File: config.mk
export PLATFORM = sky130hd
export DESIGN_NAME = cpv_div_cell
export DESIGN_NICKNAME = d
export VERILOG_FILES = /design/src/design/cpv_pkg.sv /design/src/design/cpv_div_cell.sv
export SDC_FILE = /design/constraint.sdc
export NUM_CORES = 1
export LEC_CHECK = 0
export ABC_AREA = 1
export BUFFER_PORTS_ARGS = -buffer_cell sky130_fd_sc_hd__buf_2
export CAP_MARGIN = 0
export CORE_MARGIN = 3
export CORE_UTILIZATION = 52
export CTS_CLUSTER_SIZE = 30
export DETAILED_ROUTE_END_ITERATION = 8
export MAX_ROUTING_LAYER = met4
export PLACE_DENSITY = 0.94
export SLEW_MARGIN = 0
export SYNTH_ARGS = -nofsm -noshare
export SYNTH_HDL_FRONTEND = slang
export SYNTH_SLANG_ARGS = --single-unit
File: constraint.sdc
create_clock -name clk -period 3.5 [get_ports clk]
set_clock_uncertainty 0.1 [all_clocks]
set_input_delay 0.175 -clock clk [delete_from_list [all_inputs] [get_ports clk]]
set_output_delay 0.175 -clock clk [all_outputs]
set_load 0.03 [all_outputs]
File: src/design/cpv_pkg.sv
// Shared types, widths and constants of the polygon vertex generator.
`timescale 1ns / 1ps
`default_nettype none
package cpv_pkg;

  localparam int IDX_W     = 11;  // vertex index
  localparam int NS_W      = 11;  // side count register
  localparam int RAD_W     = 16;  // radius, unsigned Q8.8
  localparam int COORD_W   = 16;  // coordinates, signed Q7.8
  localparam int PH_W      = 16;  // phase, 2^16 per turn
  localparam int XY_W      = 32;  // rotator x/y, Q2.30
  localparam int Z_W       = 32;  // residual angle, 2^32 per turn
  localparam int UNIT_FRAC = 30;  // fraction bits of the unit vector
  localparam int ATAN_N    = 24;
  localparam int CFG_IDX_W = 2;
  localparam int IN_DATA_W = 16;
  localparam int OUT_DATA_W = 32;
  localparam int OUT_USER_W = 2;

  localparam int MAX_SIDES_DEF     = 1024;
  localparam int CORDIC_STAGES_DEF = 16;

  localparam logic [CFG_IDX_W-1:0] REG_RADIUS   = 2'd0;
  localparam logic [CFG_IDX_W-1:0] REG_CENTER_X = 2'd1;
  localparam logic [CFG_IDX_W-1:0] REG_CENTER_Y = 2'd2;
  localparam logic [CFG_IDX_W-1:0] REG_SIDES    = 2'd3;

  localparam logic [RAD_W-1:0]          RADIUS_RST = 16'd256;
  localparam logic signed [COORD_W-1:0] CENTER_RST = 16'sd0;
  localparam logic [NS_W-1:0]           SIDES_RST  = 11'd32;

  localparam logic [1:0] QUAD_I   = 2'd0;
  localparam logic [1:0] QUAD_II  = 2'd1;
  localparam logic [1:0] QUAD_III = 2'd2;
  localparam logic [1:0] QUAD_IV  = 2'd3;

  // 1/gain of the rotator in Q2.30
  localparam logic signed [XY_W-1:0] CORDIC_GAIN = 32'sd652032874;

  // atan(2^-k) in turns scaled by 2^32
  localparam logic [Z_W-1:0] ATAN_TAB [ATAN_N] = '{
    32'h20000000, 32'h12E4051E, 32'h09FB385B, 32'h051111D4, 32'h028B0D43, 32'h0145D7E1,
    32'h00A2F61E, 32'h00517C55, 32'h0028BE53, 32'h00145F2F, 32'h000A2F98, 32'h000517CC,
    32'h00028BE6, 32'h000145F3, 32'h0000A2FA, 32'h0000517D, 32'h000028BE, 32'h0000145F,
    32'h00000A30, 32'h00000518, 32'h0000028C, 32'h00000146, 32'h000000A3, 32'h00000051
  };

  typedef struct packed {
    logic rim;  // rim vertex, goes through the rotator
    logic oor;  // index beyond side count
  } cpv_tag_t;

  typedef struct packed {
    cpv_tag_t        tag;
    logic [NS_W-1:0] rem;
    logic [PH_W-1:0] quo;
  } cpv_div_t;

  typedef struct packed {
    cpv_tag_t               tag;
    logic [1:0]             quad;
    logic signed [XY_W-1:0] x;
    logic signed [XY_W-1:0] y;
    logic signed [Z_W-1:0]  z;
  } cpv_rot_t;

  typedef struct packed {
    logic                      sat;
    logic                      oor;
    logic signed [COORD_W-1:0] py;
    logic signed [COORD_W-1:0] px;
  } cpv_res_t;

endpackage
`default_nettype wire

File: src/design/cpv_div_cell.sv
// One quotient bit of the pipelined phase divider.
`timescale 1ns / 1ps
`default_nettype none
module cpv_div_cell (
  input  wire logic                      clk,
  input  wire logic                      rst_n,
  input  wire logic                      en,
  input  wire logic                      in_vld,
  input  wire cpv_pkg::cpv_div_t         in_s,
  input  wire logic [cpv_pkg::NS_W-1:0]  divisor,
  output logic                           out_vld,
  output cpv_pkg::cpv_div_t              out_s
);

  logic              vld_r;
  cpv_pkg::cpv_div_t s_r;
  cpv_pkg::cpv_div_t s_nxt;
  logic [cpv_pkg::NS_W:0] rem2;
  logic [cpv_pkg::NS_W:0] diff;
  logic                   ge;

  // shift the remainder up and try one subtract of the divisor
  always_comb begin
    rem2  = {in_s.rem, 1'b0};
    diff  = rem2 - {1'b0, divisor};
    ge    = (rem2 >= {1'b0, divisor});
    s_nxt = in_s;
    s_nxt.rem = ge ? diff[cpv_pkg::NS_W-1:0] : rem2[cpv_pkg::NS_W-1:0];
    s_nxt.quo = {in_s.quo[cpv_pkg::PH_W-2:0], ge};
  end

  always_ff @(posedge clk) begin
    if (!rst_n) begin
      vld_r <= 1'b0;
    end else if (en) begin
      vld_r <= in_vld;
    end
  end

  always_ff @(posedge clk) begin
    if (en) begin
      s_r <= s_nxt;
    end
  end

  assign out_vld = vld_r;
  assign out_s   = s_r;

endmodule
`default_nettype wire

# [Word-level counts from Yosys, hierarchy flattened]
# Index checks and enable logic that the tools add are counted.
[word_totals] register_bits=30 in_bits=44 out_inout_bits=30 wordCells=9
[op_classes] addsub=1 magnitude_cmp=1 mux=1
[ops] operator="$ge A12 B11 Y1" n=1
[ops] operator="$mux W11" n=1
[ops] operator="$sub A11 B11 Y11" n=1

# [Longest topological paths before layout]
# Gate-level depths: netlist (run 1).
[depth] ltp_word=2 mapped_depth=12 depth_no_buf=12

# [Worst setup path after synthesis (run 1)]
# OpenSTA, ideal clock, no wires.
[synth_path] kind="in2reg" startpoint="input port divisor[0] (netlist name)" endpoint="register s_r, in the netlist out_s[17], data pin" setup_ns=0.253 arrival_ns=1.323 t_required_ns=3.147 slack_ns=1.824 path_stages=9 n_path_buf=1 cell_sequence="inv_1 fa_1 nand3_1 nand3_2 nand3_1 nand4_2 buf_6 nand2_1 nand2_1"
[synth_lines] element="from (decl)" line="cpv_div_cell.sv:10" source="input wire logic [cpv_pkg::NS_W-1:0] divisor,"
[synth_lines] element="to (signal assigned)" line="cpv_div_cell.sv:42" source="s_r <= s_nxt;"
[synth_lines] element="to (decl)" line="cpv_div_cell.sv:16" source="cpv_pkg::cpv_div_t s_r;"

==> metrics.csv, run 1 <==
stage;metric;value;unit
drt;antenna-violating nets left;0;
synth;compound-gate portion of the synthesized area;2.38;%
floorplan;I/O pin count;74;
synth;most instantiated cells after synthesis;nand2_1 (62), inv_1 (32), edfxtp_1 (29);
critical_path;Top delay family on crit path;simple AND/OR/NAND/NOR gates;
synth;simple-gate share of the synthesized area;28.9;%
clock_network;CTS clk-pin slew, worst paths;0.10;ns
synth;YS warnings;0;
critical_path;Crit Path Category;in -> reg;
floorplan;Initial Util;56.6;%
layout;design area;2430;um2
floorplan;Core ar.;3150;um2
synth;Post-Synthesis Cells;197;
clock_network;post_cts resized;0;
drt;drt via density;5.30;
pwr;peak supply drop;0.172;mV
floorplan;Die Span Y;64.6;um
sta;slew margin rel.;53.5;%
pwr;Leak Pwr;1.26;nW
drt;uppermost layer routed;met4;
synth;EDFF count, synth;29;
clock_network;Clock Path Buffers;2;
worst_hold_path;Worst Hold Class;in -> reg;
layout;Nets;349;
critical_path;CP max stage delay;0.47;ns
job;max-cap viol count;0;
synth;most area-hungry cell type in the Yosys netlist;edfxtp_1;
sta;# setup viols final;0;
sta;count of final max-slew check failures;0;
synth;top cells by area, synth;edfxtp_1 (49%), nand2_1 (13%), ha_1 (7.7%), inv_1 (6.7%), nand3_1 (6.2%);
layout;sequential cell area;891;um2
clock_network;Root Buffer;clkbuf_4;
clock_network;CTS H-Tree Depth;2;
drt;1st-iter DRT viols;221;
sta;f_max;0.567;GHz
critical_path;Worst Path Required;3.51;ns
global_routing;pin count of the biggest net entering global routing;32;
synth;#FFs+latches synth;30;
layout;n_diodes;0;
critical_path;end of the worst register-to-register path;out_vld$_SDFFE_PN0P_;
synth;Synth Area in Adders;8.83;%
outcome;status;completed;
global_routing;first-pass GRT wire length;8610;um
synth;xor and xnor area share after synthesis;1.47;%
drt;WL final;5510;um
critical_path;worst r2r src;out_vld$_SDFFE_PN0P_;
critical_path;Worst path depth;9;
global_routing;GR Util All Layers;28.8;%
synth;Netlist Area Pre-Place;1790;um2
floorplan;Die ar.;4170;um2
pwr;cell area power density;409;nW/um2
critical_path;cells on worst reg2reg path;3;
drt;Metal-1 WL;1960;um
sta;Final Hold Fails;0;
drt;WL/cell;16.3;um
critical_path;critical path, cell by cell;buf_2 > inv_1 > fa_1 > nand3_1 > nand3_2 > nand3_1 > nand4_2 > nand2_1 > nand2_1;
placement;Routability Congestion;0.837;
critical_path;Critical Path Sink;out_s[19]$_DFFE_PP_;
critical_path;Worst EP arrival;1.77;ns
critical_path;Critical Path Start;divisor[0];
synth;largest family of logic cells by synthesized area;simple AND/OR/NAND/NOR gates;
global_routing;Overflow after GRT;0;
drt;wire length on met3;591;um
floorplan;Die W;64.6;um
clock_network;clock sink count;30;
layout;P&R area growth vs syn;36.2;%
synth;syn avg cell area;9.06;um2
synth;Yosys top cell area share;48.8;%
sta;min Tclk post-route;1.76;ns
synth;syn nets;253;
drt;met2 wire len;2750;um
drt;DR vias;1791;
critical_path;setup slack, reg-to-reg;2.08;ns
layout;multi-input combinational cell area;743;um2
critical_path;Buf/Inv on CP;2;
floorplan;row count;20;
sta;worst slew pin tran;0.697;ns
sta;Tcrit/Tclk final;50.4;%
clock_network;CTS tree;yes;
layout;Fillers;195;
drt;DRT Pass-1 Iters;4;
synth;multiplexer share of the synthesized area;0;%
clock_network;Num CTS Buffers;5;
layout;layout cells sized above 1;32.3;%
synth;post-synthesis cell type count;22;
sta;final setup TNS;0;ns
synth;Post-synth ARST share;0;%
global_routing;number of global-route vias before repair;1761;
placement;I/O Buffers;72;
drt;drc violations;0;
critical_path;Critical Path End Type;flop;
synth;Synth Flop Type;edfxtp_1;
synth;register area share after synthesis;49.9;%
placement;DP HPWL;3320;um
critical_path;startpoint types;primary input;
critical_path;slowest CP cell;fa_1;
global_routing;initial antenna violation count;0;
clock_network;worst skew pair latency;0.34;ns
critical_path;CP max FO;11;
synth;most frequent cell after synthesis;nand2_1;
sta;RSZ-0062 raised after global routing;false;
placement;placed instance area;2180;um2
==> power breakdown <==
part / total, mW / leakage, nW / internal [mW] / switching, mW
sequential: 0.449 / 0.292 / 0.438 / 0.0105
combinational: 0.319 / 0.936 / 0.108 / 0.211
clock: 0.227 / 0.0353 / 0.0972 / 0.130
total: 0.995 / 1.26 / 0.643 / 0.352
==> placed cells by master, fill, tap and decap left out, types with 3 or more instances in the layout <==
cell type      count
buf_2             72
nand2_1           62
inv_1             32
edfxtp_1          29
nand3_1           22
dlygate4sd3_1     19
ha_1              11
nor2_1             8
nand3_2            5
clkbuf_4           5
nand2_2            4
a21oi_1            4
xor2_1             3
==> layout make-up <==
type | count | area share [%]
Tap cell | 44 | 2.26
Clock inverter | 1 | 0.206
Inverter | 33 | 5.10
Multi-Input combinational cell | 131 | 30.6
Timing Repair Buffer | 92 | 23.0
Sequential cell | 30 | 36.6
Clock buffer | 7 | 2.26
==> cells by family after synthesis <==
logic type	count (synthesis)
and+or+nand+nor	109
AOI/OAI and AO/OA	7
xor gates and xnor gates	3
adders and majority gates	12
buffers and inverters	36
DFF	30
==> registers in the layout (all words and copies together) (netlist names) <==
name and count:
out_s 29, out_vld 1
==> routing by layer <==
| layer | track usage, % | vias up |
|---|---|---|
| met5 | - | - |
| met4 | 13.5 | 0 |
| met3 | 8.67 | 21 |
| met2 | 49.5 | 120 |
| met1 | 30.4 | 817 |
| li1 | - | 833 |
==> worst min-delay path by stage <==
stage | startpoint | to | depth (start not counted)
global placement | in_s[10] | out_s[11]$_DFFE_PP_ | 1
detailed placement | in_s[7] | out_s[8]$_DFFE_PP_ | 1
floorplan | en | out_vld$_SDFFE_PN0P_ | 1
global route | in_s[18] | out_s[19]$_DFFE_PP_ | 3
CTS | in_s[22] | out_s[23]$_DFFE_PP_ | 3
finish | in_s[21] | out_s[22]$_DFFE_PP_ | 3
==> per-stage QoR <==
stage | utilization, % | hold slack (ns) | total power, mW | setup WS, ns | cells
after floorplan | - | 0.168 | 0.653 | 1.82 | 197
after global placement | 69.2 | 0.251 | 0.729 | 1.43 | 311
after detailed placement | 69.2 | 0.254 | 0.741 | 1.41 | 311
after CTS | 77.1 | 0.0449 | 0.971 | 1.77 | 338
after global routing | 77.1 | 0.0540 | 1.04 | 1.62 | 338
final | 77.1 | 0.0561 | 0.995 | 1.74 | 338
==> tightest hold or removal path: cells and delay by family <==
| family | cells | cell delay (ns) |
|---|---|---|
| buffers and inverters | 1 | 0.10 |
| and+or+nand+nor | 2 | 0.12 |
==> what timing repair did <==
item | in CTS | in global routing
hold buffers | 19 | 0
hold endpoints to repair | 18 | 0
buffers inserted | 0 | 0
Power figures use the tool's default switching activity.
==> run 2: changes to the inputs <==
CORE_UTILIZATION = 43   (was 52)
PLACE_DENSITY = 0.84   (was 0.94)
clock period = 1.51 ns   (was 3.5 ns; I/O delays follow)
==> run 2 against run 1 <==
Net effect:
- critical path depth up 1
- clock power rose to 2.6 times the previous value
- final area up 11%
- sequential power up 130%
- die area up 19%
- sequential cell count unchanged
- via count down 4.9%
- register-to-register slack worse by 1.9 ns
- total power up 140%
- clock-buffer cell count down 2
==> metrics.csv, run 2 (same netlist as run 1, synthesis figures left out) <==
stage;metric;value;unit;change
layout;Nets;376;;was 349
clock_network;CTS tree;yes;;unchanged
sta;Final Hold Slack;0.00949;ns;was 0.0561 ns
drt;DR vias;1704;;was 1791
floorplan;Initial Util;46.7;%;was 56.6%
sta;Tcrit/Tclk final;93.2;%;
clock_network;Clock Path Buffers;2;;unchanged
global_routing;number of global-route vias before repair;1639;;was 1761
sta;min Tclk post-route;1.41;ns;
clock_network;Root Buffer;clkbuf_8;;was clkbuf_4
floorplan;Die Span Y;70.4;um;was 64.6 um
drt;drt via density;4.63;;was 5.30
drt;WL/cell;11.3;um;was 16.3 um
layout;Largest register FFs;29;;unchanged
global_routing;pin count of the biggest net entering global routing;32;;unchanged
critical_path;Crit Path Category;in -> reg;;unchanged
placement;post-place setup slack;-0.199;ns;was 1.41 ns
worst_hold_path;hold_sp;in_s[19];;was in_s[21]
drt;drc violations;0;;unchanged
sta;RSZ-0062 raised after global routing;false;;unchanged
placement;Routability Congestion;0.897;;was 0.837
critical_path;CP max FO;6;;was 11
sta;f_max;0.711;GHz;
sta;worst slew pin tran;0.248;ns;was 0.697 ns
placement;I/O Buffers;72;;unchanged
critical_path;end of the worst register-to-register path;out_vld$_SDFFE_PN0P_;;unchanged
drt;WL final;4150;um;was 5510 um
placement;DP HPWL;3130;um;was 3320 um
floorplan;Core ar.;3830;um2;was 3150 um2
global_routing;first-pass GRT wire length;6890;um;was 8610 um
sta;slew margin rel.;83.5;%;was 53.5%
sta;# setup viols final;0;;unchanged
critical_path;Worst Path Required;1.44;ns;was 3.51 ns
sta;Final WS setup;0.103;ns;was 1.74 ns
global_routing;Overflow after GRT;0;;unchanged
drt;1st-iter DRT viols;85;;was 221
pwr;Leak Pwr;1.41;nW;was 1.26 nW
floorplan;row count;22;;was 20
critical_path;Critical Path Start;in_s[16];;was divisor[0]
pwr;cell area power density;898;nW/um2;was 409 nW/um2
layout;commonest non-fill, non-tap cell in the layout;buf_2;;unchanged
sta;Final Hold Fails;0;;unchanged
clock_network;CTS clk-pin slew, worst paths;0.06;ns;was 0.10 ns
floorplan;I/O pin count;74;;unchanged
drt;DRT Pass-1 Iters;4;;unchanged
clock_network;clock sink count;30;;unchanged
worst_hold_path;WHS Path Cells;3;;unchanged
critical_path;setup slack, reg-to-reg;0.22;ns;was 2.08 ns
global_routing;GR Util All Layers;17.9;%;was 28.8%
critical_path;cells on worst reg2reg path;3;;unchanged
global_routing;initial antenna violation count;0;;unchanged
sta;count of final max-slew check failures;0;;unchanged
floorplan;Die ar.;4960;um2;was 4170 um2
critical_path;startpoint types;primary input;;unchanged
job;max-cap viol count;0;;unchanged
drt;antenna-violating nets left;0;;unchanged
critical_path;Worst EP arrival;1.34;ns;was 1.77 ns
critical_path;Critical Path End Type;flop;;unchanged
worst_hold_path;Worst Hold Class;in -> reg;;unchanged
layout;n_diodes;0;;unchanged
clock_network;worst skew pair latency;0.28;ns;was 0.34 ns
floorplan;Die W;70.4;um;was 64.6 um
pwr;peak supply drop;0.409;mV;was 0.172 mV
critical_path;slowest CP cell;ha_1;;was fa_1
clock_network;CTS H-Tree Depth;2;;unchanged
layout;P&R area growth vs syn;50.9;%;was 36.2%
critical_path;CP max stage delay;0.33;ns;was 0.47 ns
outcome;status;completed;;unchanged
layout;layout cells sized above 1;39.1;%;was 32.3%
clock_network;Num CTS Buffers;5;;unchanged
critical_path;critical path, cell by cell;buf_2 > ha_1 > ha_1 > inv_1 > nor2_1 > nand3_1 > nand4_2 > buf_4 > nand2_1 > nand2_1;;was buf_2 > inv_1 > fa_1 > nand3_1 > nand3_2 > nand3_1 > nand4_2 > nand2_1 > nand2_1
worst_hold_path;Worst Hold Path EP;out_s[20]$_DFFE_PP_;;was out_s[22]$_DFFE_PP_
critical_path;worst r2r src;out_vld$_SDFFE_PN0P_;;unchanged
layout;commonest non-fill, non-tap cells in the layout;buf_2 (72), nand2_1 (62), inv_1 (32), edfxtp_1 (29), buf_4 (27);;was buf_2 (72), nand2_1 (62), inv_1 (32), edfxtp_1 (29), nand3_1 (22)
run 2: metal layers:
metal / vias up / global-route usage (%) / routed length (um)
met5: - / - / 0
met4: 0 / 6.60 / 72
met3: 9 / 4.17 / 291
met2: 62 / 30.2 / 2060
met1: 749 / 20.5 / 1720
li1: 884 / - / -
run 2: power breakdown:
group | internal (mW) | switching [mW] | total, mW
clock network | 0.308 | 0.280 | 0.588
registers | 1.02 | 0.0180 | 1.03
logic | 0.329 | 0.469 | 0.798
total | 1.65 | 0.767 | 2.42
run 2: worst max path at each step:
stage	endpoint	slack, ns	depth (start not counted)
3_3_place_gp	out_s[20]$_DFFE_PP_	-0.16	10
6_report	out_s[22]$_DFFE_PP_	0.10	10
2_1_floorplan	out_s[17]$_DFFE_PP_	0.01	9
5_1_grt	out_s[22]$_DFFE_PP_	0.004	10
3_5_place_dp	out_s[25]$_DFFE_PP_	-0.20	10
4_1_cts	out_s[25]$_DFFE_PP_	0.10	10
run 2: final cells by class:
cell class	instances	area (um2)
flip-flops and latches	30	891
clock buffers	5	68.8
repair buffers	119	773
inverters	33	124
well taps	48	60.1
clock inverters	2	10.0
multi-input cells	131	768
fillers	297	1130
run 2: through the flow:
step,TNS (ns),utilization (%),cells,cell area (um2),power (mW)
after floorplan,0,-,197,1790,1.52
after global placement,-1.64,62.8,341,2400,1.78
after detailed placement,-2.08,62.8,341,2400,1.80
after CTS,0,69.8,367,2670,2.43
after global routing,0,70.4,368,2700,2.56
final,0,70.4,368,2700,2.42
run 2: worst max-delay path: cells and delay by family:
kind	cells	cell delay, ns
adder cells (fa/ha/maj)	2	0.52
buffers and inverters	3	0.36
AND/OR/NAND/NOR	5	0.39
run 2: what timing repair did:
action                                  in CTS  in global routing
endpoints found under the setup margin       0                 10
endpoints found under the hold margin       18                  0
hold buffers                                19                  0
gates resized for setup                      0                  2
buffers inserted                             0                  1
==> run 3: changes to the inputs <==
CORE_UTILIZATION = 48   (was 43)
PLACE_DENSITY = 0.88   (was 0.84)
clock period = 1.5 ns   (was 1.51 ns; I/O delays follow)
==> run 3 against run 2 <==
Net effect:
- hold slack better by 0.00066 ns
- sequential power about the same
- non-clock buffer count down 3
- sequential share of layout area grew 0.28 points
- utilization grew 6.6 points
- via count is 3.0% higher
- die area fell by 9.5%
- wire length rose by 13%
- final cell count down 1.1%
- clock power grew 11%
- sequential cell count is the same
- critical endpoint is now out_s[23]$_DFFE_PP_
- largest power group unchanged
==> metrics.csv, run 3 (same netlist as run 1, synthesis figures left out) <==
stage;metric;value;unit;change
outcome;status;completed;;unchanged
placement;post-place setup slack;-0.207;ns;was -0.199 ns
job;max-cap viol count;0;;unchanged
global_routing;M2 GR Usage;42.5;%;was 30.2%
critical_path;cells on worst reg2reg path;3;;unchanged
global_routing;Top Usage Layer GRT;met2;;unchanged
global_routing;number of global-route vias before repair;1696;;was 1639
critical_path;Worst Path Required;1.44;ns;about the same
layout;Largest register FFs;29;;unchanged
critical_path;startpoint types;primary input;;unchanged
layout;commonest non-fill, non-tap cells in the layout;buf_2 (72), nand2_1 (62), inv_1 (32), edfxtp_1 (29), buf_4 (24);;was buf_2 (72), nand2_1 (62), inv_1 (32), edfxtp_1 (29), buf_4 (27)
worst_hold_path;WHS Path Cells;3;;unchanged
placement;Routability Congestion;0.897;;unchanged
floorplan;I/O pin count;74;;unchanged
clock_network;clock sink count;30;;unchanged
worst_hold_path;Worst Hold Class;in -> reg;;unchanged
pwr;cell area power density;936;nW/um2;was 898 nW/um2
global_routing;first-pass GRT wire length;7340;um;was 6890 um
clock_network;worst skew pair latency;0.27;ns;was 0.28 ns
critical_path;Crit Path Category;in -> reg;;unchanged
clock_network;Num CTS Buffers;5;;unchanged
floorplan;Die ar.;4490;um2;was 4960 um2
drt;DRT Pass-1 Iters;4;;unchanged
global_routing;pin count of the biggest net entering global routing;32;;unchanged
pwr;peak supply drop;0.409;mV;about the same
clock_network;CTS tree;yes;;unchanged
critical_path;Critical Path End Type;flop;;unchanged
layout;P&R area growth vs syn;49.7;%;was 50.9%
sta;count of final max-slew check failures;0;;unchanged
sta;f_max;0.702;GHz;
sta;Final Hold Slack;0.0101;ns;was 0.00949 ns
sta;worst slew pin tran;0.341;ns;was 0.248 ns
critical_path;CP most frequent cell;nor2_1;;
layout;layout cells sized above 1;38.4;%;was 39.1%
critical_path;slowest CP cell;a21oi_1;;was ha_1
critical_path;CP max FO;4;;was 6
layout;commonest non-fill, non-tap cell in the layout;buf_2;;unchanged
critical_path;CP max stage delay;0.33;ns;about the same
drt;WL/cell;12.9;um;was 11.3 um
clock_network;Root Buffer;clkbuf_8;;unchanged
global_routing;initial antenna violation count;0;;unchanged
floorplan;Die Span Y;67.0;um;was 70.4 um
drt;WL final;4700;um;was 4150 um
pwr;Leak Pwr;1.40;nW;was 1.41 nW
layout;Nets;373;;was 376
critical_path;end of the worst register-to-register path;out_vld$_SDFFE_PN0P_;;unchanged
sta;Tcrit/Tclk final;94.9;%;
global_routing;met3 GRT Util;4.72;%;was 4.17%
sta;slew margin rel.;77.3;%;was 83.5%
floorplan;Core ar.;3470;um2;was 3830 um2
placement;I/O Buffers;72;;unchanged
placement;DP HPWL;3280;um;was 3130 um
global_routing;GR Layer Usage met1;23.0;%;was 20.5%
critical_path;worst r2r src;out_vld$_SDFFE_PN0P_;;unchanged
sta;Final Hold Fails;0;;unchanged
worst_hold_path;hold_sp;in_s[18];;was in_s[19]
drt;DR vias;1755;;was 1704
critical_path;Top delay family on crit path;simple AND/OR/NAND/NOR gates;;was adder cells
drt;antenna-violating nets left;0;;unchanged
drt;drt via density;4.82;;was 4.63
clock_network;CTS H-Tree Depth;2;;unchanged
critical_path;Critical Path Start;in_s[19];;was in_s[16]
sta;# setup viols final;0;;unchanged
critical_path;critical path, cell by cell;buf_2 > ha_1 > a21oi_1 > nor2_1 > nor2_1 > nand3b_1 > nand3_2 > nand2_1;;was buf_2 > ha_1 > ha_1 > inv_1 > nor2_1 > nand3_1 > nand4_2 > buf_4 > nand2_1 > nand2_1
floorplan;Initial Util;51.5;%;was 46.7%
critical_path;Buf/Inv on CP;1;;was 3
global_routing;Overflow after GRT;0;;unchanged
sta;Final WS setup;0.0758;ns;was 0.103 ns
critical_path;Worst EP arrival;1.36;ns;was 1.34 ns
clock_network;CTS clk-pin slew, worst paths;0.07;ns;was 0.06 ns
global_routing;GR Util All Layers;22.6;%;was 17.9%
clock_network;Clock Path Buffers;2;;unchanged
drt;1st-iter DRT viols;140;;was 85
worst_hold_path;Worst Hold Path EP;out_s[19]$_DFFE_PP_;;was out_s[20]$_DFFE_PP_
floorplan;row count;21;;was 22
floorplan;Die W;67.0;um;was 70.4 um
drt;drc violations;0;;unchanged
critical_path;setup slack, reg-to-reg;0.15;ns;was 0.22 ns
sta;min Tclk post-route;1.42;ns;
layout;n_diodes;0;;unchanged
run 3: changes by cell type in the layout (fill, tap and decap cells not counted):
cell / previous run / this run
buf_4: 27 / 24
clkbuf_1: 0 / 1
ha_4: 1 / 0
clkinv_2: 2 / 1
clkbuf_8: 5 / 6
ha_2: 0 / 1
run 3: timing repair:
item / in CTS / in global routing
hold buffers: 19 / 0
setup buffers: 0 / 0
hold endpoints to repair: 18 / 0
endpoints found under the setup margin: 0 / 10
resized for setup: 0 / 2
run 3: routing by layer:
layer | wire [um] | vias to the layer above
met2 | 2520 | 67
met3 | 341 | 8
met5 | 0 | -
met1 | 1760 | 802
li1 | - | 878
met4 | 78 | 0
run 3: layout make-up:
cell class,count,area (um2)
sequential,30,891
fill,241,796
multi-input combinational,131,758
timing repair buffer,116,751
inverter,33,124
clock buffer,7,86.3
tap,46,57.6
clock inverter,1,5.00
run 3: report_power, final:
part / leakage [nW] / switching, mW / internal (mW)
Sequential: 0.292 / 0.0193 / 1.02
Clock: 0.0482 / 0.285 / 0.369
Combinational: 1.06 / 0.485 / 0.320
Total: 1.40 / 0.789 / 1.71
run 3: worst min-delay path: cells and delay by family:
kind	cells	cell delay, ns
buffers and inverters	1	0.09
and+or+nand+nor	2	0.12
run 3: worst max path at each step:
stage	end	slack, ns	cells after the start
after floorplan	out_s[17]$_DFFE_PP_	0.001	9
after detailed placement	out_s[24]$_DFFE_PP_	-0.21	10
after CTS	out_s[23]$_DFFE_PP_	0.07	10
after global routing	out_s[23]$_DFFE_PP_	-0.008	8
after global placement	out_s[24]$_DFFE_PP_	-0.15	11
final	out_s[23]$_DFFE_PP_	0.08	8
run 3: per-stage QoR:
stage | TNS [ns] | area [um2] | utilization [%] | power (mW) | instances
floorplan | 0 | 1790 | - | 1.53 | 197
CTS | 0 | 2670 | 76.8 | 2.50 | 364
detailed placement | -2.15 | 2380 | 68.7 | 1.81 | 337
global placement | -1.59 | 2380 | 68.7 | 1.78 | 337
global route | -0.00752 | 2670 | 77.1 | 2.63 | 364
finish | 0 | 2670 | 77.1 | 2.50 | 364
